==> src/hdl/sensor_average_health_score_macros.svh <==
// ----------------------------------------------------------------------------
// Sensor average health score: assertion macros
// Concurrent check wrappers, compiled out when SYNTH is defined.
// ----------------------------------------------------------------------------
`ifndef SENSOR_AVERAGE_HEALTH_SCORE_MACROS_SVH
`define SENSOR_AVERAGE_HEALTH_SCORE_MACROS_SVH
`ifndef SYNTH
`define SAHS_ASSERT_IMP(label, clk, rst_n, ante, cons) \
    label: assert property (@(posedge clk) disable iff (!rst_n) (ante) |-> (cons)) \
        else $error("sahs: same-cycle check failed");
`define SAHS_ASSERT_NXT(label, clk, rst_n, ante, cons) \
    label: assert property (@(posedge clk) disable iff (!rst_n) (ante) |=> (cons)) \
        else $error("sahs: next-cycle check failed");
`else
`define SAHS_ASSERT_IMP(label, clk, rst_n, ante, cons)
`define SAHS_ASSERT_NXT(label, clk, rst_n, ante, cons)
`endif
`endif

==> src/hdl/sahs_pkg.sv <==
// ----------------------------------------------------------------------------
// sahs_pkg
// Shared types and constants of the sensor average health score block.
// ----------------------------------------------------------------------------
package sahs_pkg;

    localparam int M_W        = 12;
    localparam int L_W        = 16;
    localparam int PCT_W      = 7;
    localparam int CPP_W      = 8;
    localparam int CFG_IDX_W  = 3;
    localparam int CFG_DATA_W = 12;
    localparam int MNUM_W     = 19;
    localparam int BAND_NUM_W = 14;

    localparam logic [PCT_W-1:0] PCT_MAX = 7'd100;

    localparam logic [CFG_IDX_W-1:0] CFG_DRY      = 3'd0;
    localparam logic [CFG_IDX_W-1:0] CFG_WET      = 3'd1;
    localparam logic [CFG_IDX_W-1:0] CFG_M_LO     = 3'd2;
    localparam logic [CFG_IDX_W-1:0] CFG_M_HI     = 3'd3;
    localparam logic [CFG_IDX_W-1:0] CFG_L_LO     = 3'd4;
    localparam logic [CFG_IDX_W-1:0] CFG_L_HI     = 3'd5;
    localparam logic [CFG_IDX_W-1:0] CFG_CPP      = 3'd6;

    localparam logic [M_W-1:0]   RST_DRY  = 12'd3450;
    localparam logic [M_W-1:0]   RST_WET  = 12'd2200;
    localparam logic [PCT_W-1:0] RST_M_LO = 7'd60;
    localparam logic [PCT_W-1:0] RST_M_HI = 7'd80;
    localparam logic [PCT_W-1:0] RST_L_LO = 7'd40;
    localparam logic [PCT_W-1:0] RST_L_HI = 7'd60;
    localparam logic [CPP_W-1:0] RST_CPP  = 8'd12;

    typedef struct packed {
        logic [M_W-1:0] moisture_sample;
        logic [L_W-1:0] light_sample;
    } t_sahs_in;

    typedef struct packed {
        logic [PCT_W-1:0] moisture_pct;
        logic [PCT_W-1:0] light_pct;
        logic [PCT_W-1:0] health_score;
    } t_sahs_out;

    typedef struct packed {
        logic busy;
        logic done;
    } t_div_stat;

endpackage

==> src/hdl/sensor_average_health_score.sv <==
// ----------------------------------------------------------------------------
// sensor_average_health_score
// Windowed moisture/light averager with band-based plant health score.
//
//   channel | handshake              | payload
//   in      | i_in_valid / o_in_stall | i_in_data  (moisture, light sample)
//   out     | o_out_valid / i_out_stall| o_out_data (moisture %, light %, score)
//   cfg     | i_cfg_we               | i_cfg_index, i_cfg_data
//
// Each request makes five passes through the shared two-bit-per-cycle divider.
// Window samples sit in one RAM: read at accept, written back the next cycle.
// Synchronous reset restores register defaults and empties the window.
// A stalled result waits in the output register; the next request is still
// taken and holds at its last step until the output frees.
// ----------------------------------------------------------------------------
`include "sensor_average_health_score_macros.svh"

module sensor_average_health_score #(
    parameter int WINDOW_DEPTH = 10
) (
    input  logic                                 i_clk,
    input  logic                                 i_rst_n,
    input  logic                                 i_in_valid,
    output logic                                 o_in_stall,
    input  sahs_pkg::t_sahs_in                   i_in_data,
    output logic                                 o_out_valid,
    input  logic                                 i_out_stall,
    output sahs_pkg::t_sahs_out                  o_out_data,
    input  logic                                 i_cfg_we,
    input  logic [sahs_pkg::CFG_IDX_W-1:0]       i_cfg_index,
    input  logic [sahs_pkg::CFG_DATA_W-1:0]      i_cfg_data
);
    import sahs_pkg::*;

    localparam int SLOT_W  = (WINDOW_DEPTH > 1) ? $clog2(WINDOW_DEPTH) : 1;
    localparam int CNT_W   = $clog2(WINDOW_DEPTH + 1);
    localparam int MT_W    = $clog2(WINDOW_DEPTH * 4095 + 1);
    localparam int LT_W    = $clog2(WINDOW_DEPTH * 65535 + 1);
    localparam int DIV_RAW = (LT_W > MNUM_W) ? LT_W : MNUM_W;
    localparam int DIV_W   = DIV_RAW + (DIV_RAW % 2);
    localparam int DEN_RAW = $clog2(WINDOW_DEPTH * 255 + 1);
    localparam int VW      = (DEN_RAW > M_W) ? DEN_RAW : M_W;
    localparam int RAM_W   = M_W + L_W;

    typedef enum logic [2:0] {
        ST_IDLE, ST_RD, ST_MAVG, ST_MPCT, ST_LPCT, ST_MSCORE, ST_LSCORE, ST_FIN
    } t_state;

    typedef struct packed {
        logic                  in_band;
        logic                  below;
        logic [BAND_NUM_W-1:0] num;
        logic [PCT_W-1:0]      den;
    } t_band_op;

    function automatic t_band_op band_op(input logic [PCT_W-1:0] pct,
                                         input logic [PCT_W-1:0] lo,
                                         input logic [PCT_W-1:0] hi);
        t_band_op b;
        b.in_band = (pct >= lo) && (pct <= hi);
        b.below   = (pct < lo);
        if (b.below) begin
            b.num = BAND_NUM_W'(pct) * BAND_NUM_W'(PCT_MAX);
            b.den = lo;
        end else begin
            b.num = BAND_NUM_W'(pct - hi) * BAND_NUM_W'(PCT_MAX);
            b.den = PCT_MAX - hi;
        end
        return b;
    endfunction

    // configuration
    logic [M_W-1:0]   r_dry, r_wet;
    logic [PCT_W-1:0] r_m_lo, r_m_hi, r_l_lo, r_l_hi;
    logic [CPP_W-1:0] r_cpp;

    always_ff @(posedge i_clk) begin
        if (!i_rst_n) begin
            r_dry  <= RST_DRY;
            r_wet  <= RST_WET;
            r_m_lo <= RST_M_LO;
            r_m_hi <= RST_M_HI;
            r_l_lo <= RST_L_LO;
            r_l_hi <= RST_L_HI;
            r_cpp  <= RST_CPP;
        end else if (i_cfg_we) begin
            unique case (i_cfg_index)
                CFG_DRY:  r_dry  <= i_cfg_data[M_W-1:0];
                CFG_WET:  r_wet  <= i_cfg_data[M_W-1:0];
                CFG_M_LO: r_m_lo <= i_cfg_data[PCT_W-1:0];
                CFG_M_HI: r_m_hi <= i_cfg_data[PCT_W-1:0];
                CFG_L_LO: r_l_lo <= i_cfg_data[PCT_W-1:0];
                CFG_L_HI: r_l_hi <= i_cfg_data[PCT_W-1:0];
                CFG_CPP:  r_cpp  <= i_cfg_data[CPP_W-1:0];
                default: ;
            endcase
        end
    end

    t_state            r_state, n_state;
    t_sahs_in          r_in, n_in;
    logic [SLOT_W-1:0] r_slot, n_slot;
    logic              r_full, n_full;
    logic [MT_W-1:0]   r_mtot, n_mtot;
    logic [LT_W-1:0]   r_ltot, n_ltot;
    logic [CNT_W-1:0]  r_count, n_count;
    logic [M_W-1:0]    r_mavg, n_mavg;
    logic [PCT_W-1:0]  r_mpct, n_mpct;
    logic [PCT_W-1:0]  r_lpct, n_lpct;
    logic [PCT_W-1:0]  r_mscore, n_mscore;
    logic [PCT_W-1:0]  r_lscore, n_lscore;
    logic              r_div_run, n_div_run;
    logic              r_out_valid, n_out_valid;
    t_sahs_out         r_out, n_out;

    logic              in_acc;
    logic [RAM_W-1:0]  ram_rdata;
    logic              ram_we;
    logic              div_start;
    logic [DIV_W-1:0]  div_dividend;
    logic [VW-1:0]     div_divisor;
    t_div_stat         div_stat;
    logic [DIV_W-1:0]  div_quo;

    logic [M_W:0]      m_diff, m_run, m_diff_abs, m_run_abs;
    logic              m_neg, m_run_zero;
    logic [CPP_W-1:0]  cpp_eff;
    t_band_op          m_band, l_band;
    logic [PCT_W-1:0]  q_pct;

    logic              out_in_range;
    logic              count_in_range;
    logic              idle_no_req;

    assign in_acc = i_in_valid && !o_in_stall;
    assign ram_we = (r_state == ST_RD);

    sahs_ram #(
        .WIDTH (RAM_W),
        .DEPTH (WINDOW_DEPTH)
    ) u_window (
        .i_clk   (i_clk),
        .i_we    (ram_we),
        .i_waddr (r_slot),
        .i_wdata ({r_in.moisture_sample, r_in.light_sample}),
        .i_re    (in_acc),
        .i_raddr (r_slot),
        .o_rdata (ram_rdata)
    );

    sahs_div #(
        .DIVIDEND_W (DIV_W),
        .DIVISOR_W  (VW)
    ) u_div (
        .i_clk      (i_clk),
        .i_rst_n    (i_rst_n),
        .i_start    (div_start),
        .i_dividend (div_dividend),
        .i_divisor  (div_divisor),
        .o_stat     (div_stat),
        .o_quotient (div_quo)
    );

    assign m_diff     = {1'b0, r_mavg} - {1'b0, r_dry};
    assign m_run      = {1'b0, r_wet} - {1'b0, r_dry};
    assign m_diff_abs = m_diff[M_W] ? (~m_diff + 1'b1) : m_diff;
    assign m_run_abs  = m_run[M_W] ? (~m_run + 1'b1) : m_run;
    assign m_neg      = m_diff[M_W] ^ m_run[M_W];
    assign m_run_zero = (m_run == '0);
    assign cpp_eff    = (r_cpp == '0) ? CPP_W'(1) : r_cpp;
    assign m_band     = band_op(r_mpct, r_m_lo, r_m_hi);
    assign l_band     = band_op(r_lpct, r_l_lo, r_l_hi);
    assign q_pct      = (div_quo > DIV_W'(PCT_MAX)) ? PCT_MAX : div_quo[PCT_W-1:0];

    always_comb begin
        n_state     = r_state;
        n_in        = r_in;
        n_slot      = r_slot;
        n_full      = r_full;
        n_mtot      = r_mtot;
        n_ltot      = r_ltot;
        n_count     = r_count;
        n_mavg      = r_mavg;
        n_mpct      = r_mpct;
        n_lpct      = r_lpct;
        n_mscore    = r_mscore;
        n_lscore    = r_lscore;
        n_div_run   = r_div_run;
        n_out_valid = r_out_valid;
        n_out       = r_out;
        div_start    = 1'b0;
        div_dividend = '0;
        div_divisor  = '0;

        if (r_out_valid && !i_out_stall) begin
            n_out_valid = 1'b0;
        end

        unique case (r_state)
            ST_IDLE: begin
                if (in_acc) begin
                    n_in    = i_in_data;
                    n_state = ST_RD;
                end
            end
            ST_RD: begin
                n_mtot = r_mtot - (r_full ? MT_W'(ram_rdata[RAM_W-1:L_W]) : '0)
                         + MT_W'(r_in.moisture_sample);
                n_ltot = r_ltot - (r_full ? LT_W'(ram_rdata[L_W-1:0]) : '0)
                         + LT_W'(r_in.light_sample);
                if (r_slot == SLOT_W'(WINDOW_DEPTH - 1)) begin
                    n_slot = '0;
                    n_full = 1'b1;
                end else begin
                    n_slot = r_slot + SLOT_W'(1);
                end
                n_count = n_full ? CNT_W'(WINDOW_DEPTH) : (CNT_W'(r_slot) + CNT_W'(1));
                n_state = ST_MAVG;
            end
            ST_MAVG: begin
                div_dividend = DIV_W'(r_mtot);
                div_divisor  = VW'(r_count);
                if (div_stat.done) begin
                    n_mavg  = div_quo[M_W-1:0];
                    n_state = ST_MPCT;
                end
            end
            ST_MPCT: begin
                div_dividend = DIV_W'(MNUM_W'(m_diff_abs[M_W-1:0]) * MNUM_W'(PCT_MAX));
                div_divisor  = VW'(m_run_abs[M_W-1:0]);
                if (div_stat.done) begin
                    n_mpct  = (m_run_zero || m_neg) ? '0 : q_pct;
                    n_state = ST_LPCT;
                end
            end
            ST_LPCT: begin
                div_dividend = DIV_W'(r_ltot);
                div_divisor  = VW'(r_count) * VW'(cpp_eff);
                if (div_stat.done) begin
                    n_lpct  = q_pct;
                    n_state = ST_MSCORE;
                end
            end
            ST_MSCORE: begin
                div_dividend = DIV_W'(m_band.num);
                div_divisor  = VW'(m_band.den);
                if (div_stat.done) begin
                    n_mscore = m_band.in_band ? PCT_MAX :
                               m_band.below   ? div_quo[PCT_W-1:0] :
                                                PCT_MAX - div_quo[PCT_W-1:0];
                    n_state  = ST_LSCORE;
                end
            end
            ST_LSCORE: begin
                div_dividend = DIV_W'(l_band.num);
                div_divisor  = VW'(l_band.den);
                if (div_stat.done) begin
                    n_lscore = l_band.in_band ? PCT_MAX :
                               l_band.below   ? div_quo[PCT_W-1:0] :
                                                PCT_MAX - div_quo[PCT_W-1:0];
                    n_state  = ST_FIN;
                end
            end
            ST_FIN: begin
                if (!r_out_valid || !i_out_stall) begin
                    n_out.moisture_pct = r_mpct;
                    n_out.light_pct    = r_lpct;
                    n_out.health_score =
                        PCT_W'(((PCT_W + 1)'(r_mscore) + (PCT_W + 1)'(r_lscore)) >> 1);
                    n_out_valid = 1'b1;
                    n_state     = ST_IDLE;
                end
            end
            default: n_state = ST_IDLE;
        endcase

        if ((r_state inside {ST_MAVG, ST_MPCT, ST_LPCT, ST_MSCORE, ST_LSCORE})
                && !r_div_run) begin
            div_start = 1'b1;
            n_div_run = 1'b1;
        end
        if (div_stat.done) begin
            n_div_run = 1'b0;
        end
    end

    always_ff @(posedge i_clk) begin
        if (!i_rst_n) begin
            r_state     <= ST_IDLE;
            r_slot      <= '0;
            r_full      <= 1'b0;
            r_mtot      <= '0;
            r_ltot      <= '0;
            r_div_run   <= 1'b0;
            r_out_valid <= 1'b0;
        end else begin
            r_state     <= n_state;
            r_slot      <= n_slot;
            r_full      <= n_full;
            r_mtot      <= n_mtot;
            r_ltot      <= n_ltot;
            r_div_run   <= n_div_run;
            r_out_valid <= n_out_valid;
        end
        r_in     <= n_in;
        r_count  <= n_count;
        r_mavg   <= n_mavg;
        r_mpct   <= n_mpct;
        r_lpct   <= n_lpct;
        r_mscore <= n_mscore;
        r_lscore <= n_lscore;
        r_out    <= n_out;
    end

    assign o_in_stall  = (r_state != ST_IDLE);
    assign o_out_valid = r_out_valid;
    assign o_out_data  = r_out;

    assign out_in_range   = (o_out_data.moisture_pct <= PCT_MAX)
                            && (o_out_data.light_pct <= PCT_MAX)
                            && (o_out_data.health_score <= PCT_MAX);
    assign count_in_range = (r_count != '0) && (r_count <= CNT_W'(WINDOW_DEPTH));
    assign idle_no_req    = (r_state == ST_IDLE) && !in_acc;

    `SAHS_ASSERT_IMP(a_out_range, i_clk, i_rst_n, o_out_valid, out_in_range)
    `SAHS_ASSERT_IMP(a_div_free_at_start, i_clk, i_rst_n, div_start, !div_stat.busy)
    `SAHS_ASSERT_NXT(a_count_sane, i_clk, i_rst_n, r_state == ST_RD, count_in_range)
    `SAHS_ASSERT_NXT(a_slot_held, i_clk, i_rst_n, idle_no_req, $stable(r_slot) && $stable(r_full))

endmodule

==> src/hdl/sahs_ram.sv <==
// ----------------------------------------------------------------------------
// sahs_ram
// Generic single-port-write, single-port-read RAM with registered read data.
// ----------------------------------------------------------------------------
module sahs_ram #(
    parameter int WIDTH = 28,
    parameter int DEPTH = 10
) (
    input  logic                                      i_clk,
    input  logic                                      i_we,
    input  logic [((DEPTH > 1) ? $clog2(DEPTH) : 1)-1:0] i_waddr,
    input  logic [WIDTH-1:0]                          i_wdata,
    input  logic                                      i_re,
    input  logic [((DEPTH > 1) ? $clog2(DEPTH) : 1)-1:0] i_raddr,
    output logic [WIDTH-1:0]                          o_rdata
);

    logic [WIDTH-1:0] r_mem [DEPTH];
    logic [WIDTH-1:0] r_rdata;

    always_ff @(posedge i_clk) begin
        if (i_we) begin
            r_mem[i_waddr] <= i_wdata;
        end
        if (i_re) begin
            r_rdata <= r_mem[i_raddr];
        end
    end

    assign o_rdata = r_rdata;

endmodule

==> src/hdl/sahs_div.sv <==
// ----------------------------------------------------------------------------
// sahs_div
// Shared unsigned restoring divider, two quotient bits per cycle.
// ----------------------------------------------------------------------------
module sahs_div #(
    parameter int DIVIDEND_W = 22,
    parameter int DIVISOR_W  = 12
) (
    input  logic                   i_clk,
    input  logic                   i_rst_n,
    input  logic                   i_start,
    input  logic [DIVIDEND_W-1:0]  i_dividend,
    input  logic [DIVISOR_W-1:0]   i_divisor,
    output sahs_pkg::t_div_stat    o_stat,
    output logic [DIVIDEND_W-1:0]  o_quotient
);
    import sahs_pkg::*;

    localparam int STEPS = DIVIDEND_W / 2;
    localparam int CW    = $clog2(STEPS + 1);

    logic [DIVISOR_W:0]    r_rem;
    logic [DIVISOR_W:0]    n_rem;
    logic [DIVIDEND_W-1:0] r_quo;
    logic [DIVIDEND_W-1:0] n_quo;
    logic [DIVISOR_W-1:0]  r_dvs;
    logic [CW-1:0]         r_cnt;
    logic                  r_done;

    always_comb begin
        n_rem = r_rem;
        n_quo = r_quo;
        for (int k = 0; k < 2; k++) begin
            n_rem = {n_rem[DIVISOR_W-1:0], n_quo[DIVIDEND_W-1]};
            n_quo = {n_quo[DIVIDEND_W-2:0], 1'b0};
            if (n_rem >= {1'b0, r_dvs}) begin
                n_rem    = n_rem - {1'b0, r_dvs};
                n_quo[0] = 1'b1;
            end
        end
    end

    always_ff @(posedge i_clk) begin
        if (!i_rst_n) begin
            r_cnt  <= '0;
            r_done <= 1'b0;
        end else begin
            r_done <= 1'b0;
            if (i_start) begin
                r_rem <= '0;
                r_quo <= i_dividend;
                r_dvs <= i_divisor;
                r_cnt <= CW'(STEPS);
            end else if (r_cnt != '0) begin
                r_rem <= n_rem;
                r_quo <= n_quo;
                r_cnt <= r_cnt - CW'(1);
                if (r_cnt == CW'(1)) begin
                    r_done <= 1'b1;
                end
            end
        end
    end

    assign o_stat.busy = (r_cnt != '0);
    assign o_stat.done = r_done;
    assign o_quotient  = r_quo;

endmodule
==> config.mk <==
export PLATFORM = sky130hd
export DESIGN_NAME = sensor_average_health_score
export DESIGN_NICKNAME = d
export VERILOG_FILES = /design/src/hdl/sahs_pkg.sv /design/src/hdl/sensor_average_health_score.sv /design/src/hdl/sahs_ram.sv /design/src/hdl/sahs_div.sv
export VERILOG_INCLUDE_DIRS = /design/src /design/src/hdl
export SDC_FILE = /design/constraint.sdc
export NUM_CORES = 1
export LEC_CHECK = 0
export BUFFER_PORTS_ARGS = -buffer_cell sky130_fd_sc_hd__clkbuf_2
export CORE_UTILIZATION = 64
export CTS_CLUSTER_SIZE = 8
export DETAILED_ROUTE_END_ITERATION = 7
export GPL_ROUTABILITY_DRIVEN = 0
export PLACE_DENSITY_LB_ADDON = 0.12
export SLEW_MARGIN = 20
export SYNTH_ARGS = -nofsm -noshare
export SYNTH_HDL_FRONTEND = slang
export SYNTH_HIERARCHICAL = 1
export SYNTH_SLANG_ARGS = --single-unit
==> constraint.sdc <==
create_clock -name i_clk -period 7.8 [get_ports i_clk]
set_input_delay 0.78 -clock i_clk [delete_from_list [all_inputs] [get_ports i_clk]]
set_output_delay 0.78 -clock i_clk [all_outputs]
set_load 0.005 [all_outputs]
==> results by group, run 1 <==
Synthesis
  – Post-synthesis register bit count: 556
  – Ys flop type: edfxtp_1
  – Register area share after synthesis: 46.3%
  – Synth top area cells: edfxtp_1 40%, ha_1 10%, dfxtp_1 6.6%, fa_1 4.2%, inv_1 3.8%
  – Top-area cell type share of the netlist area: 39.7%
  – Synth unique cells: 83
  – Post-Syn Area: 0.0337 mm^2
  – Syn nets: 3480
  – Synth Warn #: 6
  – Number of synthesized flops with an enable pin: 445
  – Syn_area_per_cell: 10.9 um^2
  – Syn Inst Count: 3088
  – Post-synth ARST share: 0%
  – Yosys top cell by area: edfxtp_1

Critical path
  – Critical path capture point type: flop
  – Crit path capture: u_div/o_quotient[18]$_DFFE_PP_
  – Reg2reg end: u_div/o_quotient[18]$_DFFE_PP_
  – CP peak stage delay: 0.43 ns
  – Cells on worst reg2reg path: 28
  – Worst setup path startpoint: r_mavg[0]$_DFFE_PP_
  – Arrival time worst endpoint: 6.67 ns
  – CP max FO: 15
  – CP Class: reg2reg
  – Critical Path RT: 8.17 ns
  – Reg2reg start: r_mavg[0]$_DFFE_PP_
  – Flop-to-flop setup slack: 1.50 ns
  – Startpoint types: flop
  – Slowest cell on crit path: fa_1
  – Crit-path most repeated cell: ha_1

GRT
  – Grt ovf: 0
  – First-pass GRT wire length: 127 mm
  – Largest net degree at the start of global routing: 67
  – Tot GR Track Use: 30.6%
  – Initial antenna violation count: 0
  – Vias in the first global route: 23777

Cells and area
  – Synth-to-layout area growth: 9.89%
  – Layout cell share with drive strength beyond 1: 11.1%
  – Fillcell total: 3596
  – Final core occ: 71.7%
  – # diodes: 0
  – Nets: 3551

Pwr
  – Leak: 15.0 nW
  – Pwr per Cell Area: 259 mW/mm^2
  – Overall power: 9.57 mW
  – Worst ir drop on vdd: 0.264 mV

Floorplanning
  – Core ar.: 0.0516 mm^2
  – Initial Util: 65.2%
  – Die area: 0.0535 mm^2
  – # rows: 83
  – Die height: 231 um
  – I/O pin count: 71
  – Die width: 231 um

Clock tree
  – Reg clk slew, reported paths: 0.05 ns
  – H-tree depth: 3
  – Clock tree sinks: 556
  – Clock root buffer: clkbuf_16
  – TritonCTS buffer count: 79
  – CTS tree: built
  – Worst-Skew Late Latency: 0.63 ns
  – CTS resizes: 0
  – Hold buffers post-CTS: 0
  – Post-CTS Setup Repair Bufs: 0
  – Clk buf depth: 3

STA
  – Max Transition Viols Final: 0
  – RSZ-0062 raised after global routing: no
  – Final Hold Fails: 0
  – Final setup viols: 0
  – Final WS setup: 1.50 ns
  – Worst clock skew: 0.0264 ns
  – Period utilisation layout: 80.7%
  – Setup TNS: 0 ns
  – Relative slew margins: 30.5%
  – Tmin final: 6.30 ns
  – Slew @ Worst Pin: 1.04 ns
  – Max Clk Rate: 159 MHz

Drt
  – Vias per std cell: 6.05
  – WL final: 80.3 mm
  – Routed vias: 23541
  – DRT iter0 DRCs: 1664
  – Post-route DRC violation count: 0
  – WL/cell: 20.6 um
  – Remaining antenna violation count: 0
  – Drt pass-1 iters: 6

Flow run
  – Max_cap viols: 0

Placement
  – Placement Setup Slack: 1.57 ns
  – Input/output buffers: 70
  – Dpl hpwl: 55.6 mm

Worst hold path
  – Hold WC Path Type: in2reg
  – Hold Path Origin: i_in_data[8]

Status
  – Outcome: complete, no violations
## per-layer routing
layer	vias to the layer above	GRT usage, %	part of all wire (%)
met4	0	13.5	4.1
met3	213	5.17	6.1
li1	11103	-	-
met2	796	51.2	48
met1	11429	39.2	42
met5	-	0	0
## report_power, final
group          switching (mW)  internal, mW  total [mW]
Combinational            1.53          1.27        2.80
Clock                    1.27          1.93        3.20
Sequential              0.149          3.43        3.58
Total                    2.94          6.63        9.57
## state kept, by name (all words and copies together), names as in the netlist, 8 cells and up
name	flops
u_window/r_mem	280
r_in	28
u_window/o_rdata	28
o_out_data	21
r_ltot	20
u_div/o_quotient	20
r_mtot	16
r_dry	12
r_mavg	12
r_wet	12
u_div/r_dvs	12
u_div/r_rem	12
r_cpp	8
## final cells by class
cell class	instances	area, um^2	area share (%)
timing repair buffer	99	583	1.58
sequential	556	15600	42.2
inverter	344	1290	3.49
clock buffer	130	2220	6.01
multi-input combinational	2079	16400	44.2
tap	680	851	2.30
clock inverter	4	88.8	0.240
## worst min-delay path by stage
stage | slack [ns] | cells after the start | end
4_1_cts | 0.30 | 1 | r_in[0]$_DFFE_PP_
5_1_grt | 0.31 | 1 | r_in[8]$_DFFE_PP_
3_5_place_dp | 0.44 | 2 | r_div_run$_SDFFE_PP0P_
2_1_floorplan | 0.42 | 2 | r_div_run$_SDFFE_PP0P_
6_report | 0.33 | 1 | r_in[8]$_DFFE_PP_
3_3_place_gp | 0.44 | 2 | r_div_run$_SDFFE_PP0P_
## cells in the final DEF, fill, tap and decap left out, types with 109 or more instances in the layout
cell type | synthesis | routed
edfxtp_1 | 445 | 445
nor2_1 | 150 | 140
mux2_2 | 113 | 113
xnor2_1 | 110 | 110
nand2_1 | 274 | 273
ha_1 | 273 | 273
o21ai_0 | 116 | 116
dfxtp_1 | 111 | 109
inv_1 | 343 | 343
a21oi_1 | 140 | 139
## synth_stat cells (all sizes together) (13+ instances only)
master,number
a211oi,15
o21bai,18
clkbuf,76
o22ai,50
and3,14
o31ai,31
nor2b,40
xor2,52
fa,71
a21o,53
ha,273
o211ai,27
o21ai,121
a22o,29
a21boi,46
a31oi,13
o21a,20
a21oi,142
buf,33
mux2i,93
nor3,31
inv,343
xnor2,110
dfxtp,111
nor2,150
nand2b,30
mux2,117
nand2,274
nand3,42
edfxtp,445
and2,85
## worst max-delay path: cells and delay by family (launching register included)
kind            cells  cell delay, ns
simple gates        4            0.53
mux                 1            0.30
buf+inv             3            0.31
xor+xnor            3            0.57
flops               1            0.36
compound gates     11            2.11
fa+ha+maj           6            1.85
## kinds of logic (layout without fill, tap and decap cells)
| family | after synthesis | after routing | share of synthesized area (%) |
|---|---|---|---|
| flip-flops | 556 | 556 | 46.3 |
| AO/OA/AOI/OAI | 634 | 634 | 12.7 |
| adder cells (fa/ha/maj) | 344 | 344 | 14.4 |
| AND/OR/NAND/NOR | 729 | 729 | 10.3 |
| multiplexers | 210 | 210 | 6.73 |
| buffers and inverters | 453 | 577 | 5.41 |
| XOR/XNOR | 162 | 162 | 4.24 |
## metrics by stage
| step | cells | cell area (um^2) | hold slack [ns] |
|---|---|---|---|
| floorplan | 3088 | 33700 | 0.422 |
| global placement | 3757 | 34700 | 0.441 |
| detailed placement | 3757 | 34700 | 0.445 |
| CTS | 3891 | 37000 | 0.303 |
| global route | 3892 | 37000 | 0.307 |
| finish | 3892 | 37000 | 0.335 |
(Power assumes the default switching activity.)
==> inputs of run 2 (changes only) <==
--- a/config.mk
+++ b/config.mk
@@ -7,7 +7,7 @@
 export NUM_CORES = 1
 export LEC_CHECK = 0
 export BUFFER_PORTS_ARGS = -buffer_cell sky130_fd_sc_hd__clkbuf_2
-export CORE_UTILIZATION = 64
+export CORE_UTILIZATION = 58
 export CTS_CLUSTER_SIZE = 8
 export DETAILED_ROUTE_END_ITERATION = 7
 export GPL_ROUTABILITY_DRIVEN = 0
==> constraint.sdc (replaced) <==
create_clock -name i_clk -period 5.28 [get_ports i_clk]
set_input_delay 0.528 -clock i_clk [delete_from_list [all_inputs] [get_ports i_clk]]
set_output_delay 0.528 -clock i_clk [all_outputs]
set_load 0.005 [all_outputs]
==> run 2 against run 1 <==
Compared with the run above:
- the run now ends with setup timing left
- die area grew 10%
- sequential power rose by 47%
- combinational power increased by 67%
- via count grew 1.8%
==> results by group, run 2 (synthesis gave the netlist of run 1 again) <==
Status
  – Outcome: finished with violations
  – Failing checks: setup timing

STA
  – Relative slew margins: 24.9% (-5.6 points)
  – Final Hold Fails: 0 (unchanged)
  – Slew @ Worst Pin: 1.12 ns (+0.0870 ns)
  – Final setup viols: 8 (+8)
  – Worst clock skew: 0.0283 ns (+0.00188 ns)
  – Final WS setup: -0.323 ns (-1.83 ns)
  – Tmin final: 5.60 ns (-0.693 ns)
  – Max Clk Rate: 178 MHz (+12%)
  – RSZ-0062 raised after global routing: yes
  – Period utilisation layout: 106% (+25 points)
  – Setup TNS: -1.70 ns (-1.70 ns)
  – Final Hold Slack: 0.0778 ns (-0.257 ns)
  – Max Transition Viols Final: 0 (unchanged)

Placement
  – Placement-stage cell area: 0.0355 mm^2 (+2.3%)
  – Input/output buffers: 70 (unchanged)
  – Placed cells: 3910 (+4.1%)
  – Dpl hpwl: 58.5 mm (+5.1%)

Drt
  – Routed vias: 23973 (+1.8%)
  – Vias per std cell: 5.91 (-2.3%)
  – Post-route DRC violation count: 0 (unchanged)
  – WL/cell: 20.6 um (-0.17%)
  – DRT iter0 DRCs: 1725 (+3.7%)
  – WL final: 83.6 mm (+4.1%)
  – Remaining antenna violation count: 0 (unchanged)
  – Drt pass-1 iters: 5 (-1)

Floorplanning
  – Die area: 0.0590 mm^2 (+10%)
  – Die width: 243 um (+5.0%)
  – Initial Util: 59.2% (-6.0 points)
  – Die height: 243 um (+5.0%)
  – Core ar.: 0.0568 mm^2 (+10%)
  – I/O pin count: 71 (unchanged)
  – # rows: 87 (+4.8%)

Clock tree
  – TritonCTS buffer count: 79 (unchanged)
  – Hold buffers post-CTS: 0 (unchanged)
  – CTS tree: built
  – Worst-Skew Late Latency: 0.64 ns (about the same)
  – Clk buf depth: 3 (unchanged)
  – Reg clk slew, reported paths: 0.06 ns (about the same)
  – Clock tree sinks: 556 (unchanged)
  – Clock root buffer: clkbuf_16
  – H-tree depth: 3 (unchanged)

Pwr
  – Leak: 15.6 nW (+3.7%)
  – Overall power: 14.7 mW (+53%)
  – Worst ir drop on vdd: 0.387 mV (+47%)
  – Pwr per Cell Area: 385 mW/mm^2 (+49%)

Cells and area
  – Most frequent cells in the layout: 445 x edfxtp_1, 335 x inv_1, 273 x nand2_1
  – FF+latch area: 0.0156 mm^2 (unchanged)
  – Fillcell total: 4293 (+19%)
  – Most common cell after layout, fill and taps aside: edfxtp_1
  – Layout cell share with drive strength beyond 1: 15.2% (+4.1 points)
  – # diodes: 0 (unchanged)
  – Fin cells: 4058 (+4.3%)
  – Top reg by flops: u_window/r_mem
  – Nets: 3640 (+2.5%)
  – Multi-input gate area: 0.0168 mm^2 (+2.5%)
  – Number of flip-flops in the largest register: 280 (unchanged)
  – Synth-to-layout area growth: 13.4%
  – Cell area after layout: 0.0382 mm^2 (+3.2%)

GRT
  – Grt ovf: 0 (unchanged)
  – First-pass GRT wire length: 132 mm (+3.3%)
  – Initial antenna violation count: 0 (unchanged)
  – Tot GR Track Use: 28.5% (-2.1 points)
  – Vias in the first global route: 24218 (+1.9%)
  – Largest net degree at the start of global routing: 69 (+3.0%)

Critical path
  – Startpoint types: flop
  – CP max FO: 6 (-9)
  – Flop-to-flop setup slack: -0.32 ns (-1.83 ns)
  – Critical path capture point type: flop
  – Arrival time worst endpoint: 5.98 ns (-0.69 ns)
  – Critical Path RT: 5.66 ns (-2.51 ns)
  – CP Class: reg2reg

Worst hold path
  – Hold WC Path Type: in2reg

Flow run
  – Max_cap viols: 0 (unchanged)
-- run 2: per-layer routing --
layer	share of wire (%)	global-route usage, %	up-vias
met5	0	0	-
met4	3.4	10.1	0
met3	6.1	4.11	179
met2	49	48.5	810
met1	42	37.1	11694
li1	-	-	11290
-- run 2: cell type report --
class	count	share of cell area, %
clock buffers	129	5.73
clock inverters	6	0.354
inverters	344	3.38
multi-input cells	2079	43.9
flip-flops and latches	556	40.8
well taps	756	2.48
repair buffers	188	3.28
-- run 2: report_power, final --
group / leakage [nW] / switching, mW / internal (mW)
Sequential: 5.01 / 0.221 / 5.06
Combinational: 9.45 / 2.47 / 2.20
Clock: 1.10 / 1.90 / 2.83
Total: 15.6 / 4.59 / 10.1
-- run 2: final timing paths --
path | from | to | cells after the start
setup / recovery | r_mavg[0]$_DFFE_PP_ | u_div/o_quotient[18]$_DFFE_PP_ | 27
hold / removal | i_in_data[12] | r_in[12]$_DFFE_PP_ | 1
setup reg to reg | r_mavg[0]$_DFFE_PP_ | u_div/o_quotient[18]$_DFFE_PP_ | 27
hold reg to reg | r_div_run$_SDFFE_PP0P_ | r_div_run$_SDFFE_PP0P_ | 2
-- run 2: worst max-delay path: stages (launching register included) --
cell and delay (ns):
edfxtp_1 0.36, inv_1 0.07, ha_2 0.17, inv_2 0.04, fa_2 0.36, a21o_1 0.21
a31oi_4 0.24, nor3_4 0.08, o41ai_4 0.31, o21ai_4 0.13, nand3b_1 0.22, xnor2_2 0.21
ha_1 0.27, ha_1 0.27, inv_1 0.04, fa_1 0.49, inv_2 0.05, ha_4 0.27
o21ai_2 0.07, a21boi_4 0.15, o21ai_2 0.10, a21oi_2 0.22, a41oi_2 0.16, a21oi_1 0.22
nor2_1 0.08, xnor2_1 0.15, o22ai_1 0.10, mux2_2 0.30
-- run 2: repair_timing --
action,4_1_cts,5_1_grt
setup endpoints to repair,8,19
setup buffers,7,6
gates resized for setup,19,36
pin swaps,15,16
-- run 2: stage by stage --
stage	utilization (%)	worst slack [ns]
after floorplan	-	-0.153
after global placement	62.4	-0.297
after detailed placement	62.4	-0.424
after CTS	66.8	-0.181
after global routing	67.2	-0.538
final	67.2	-0.323
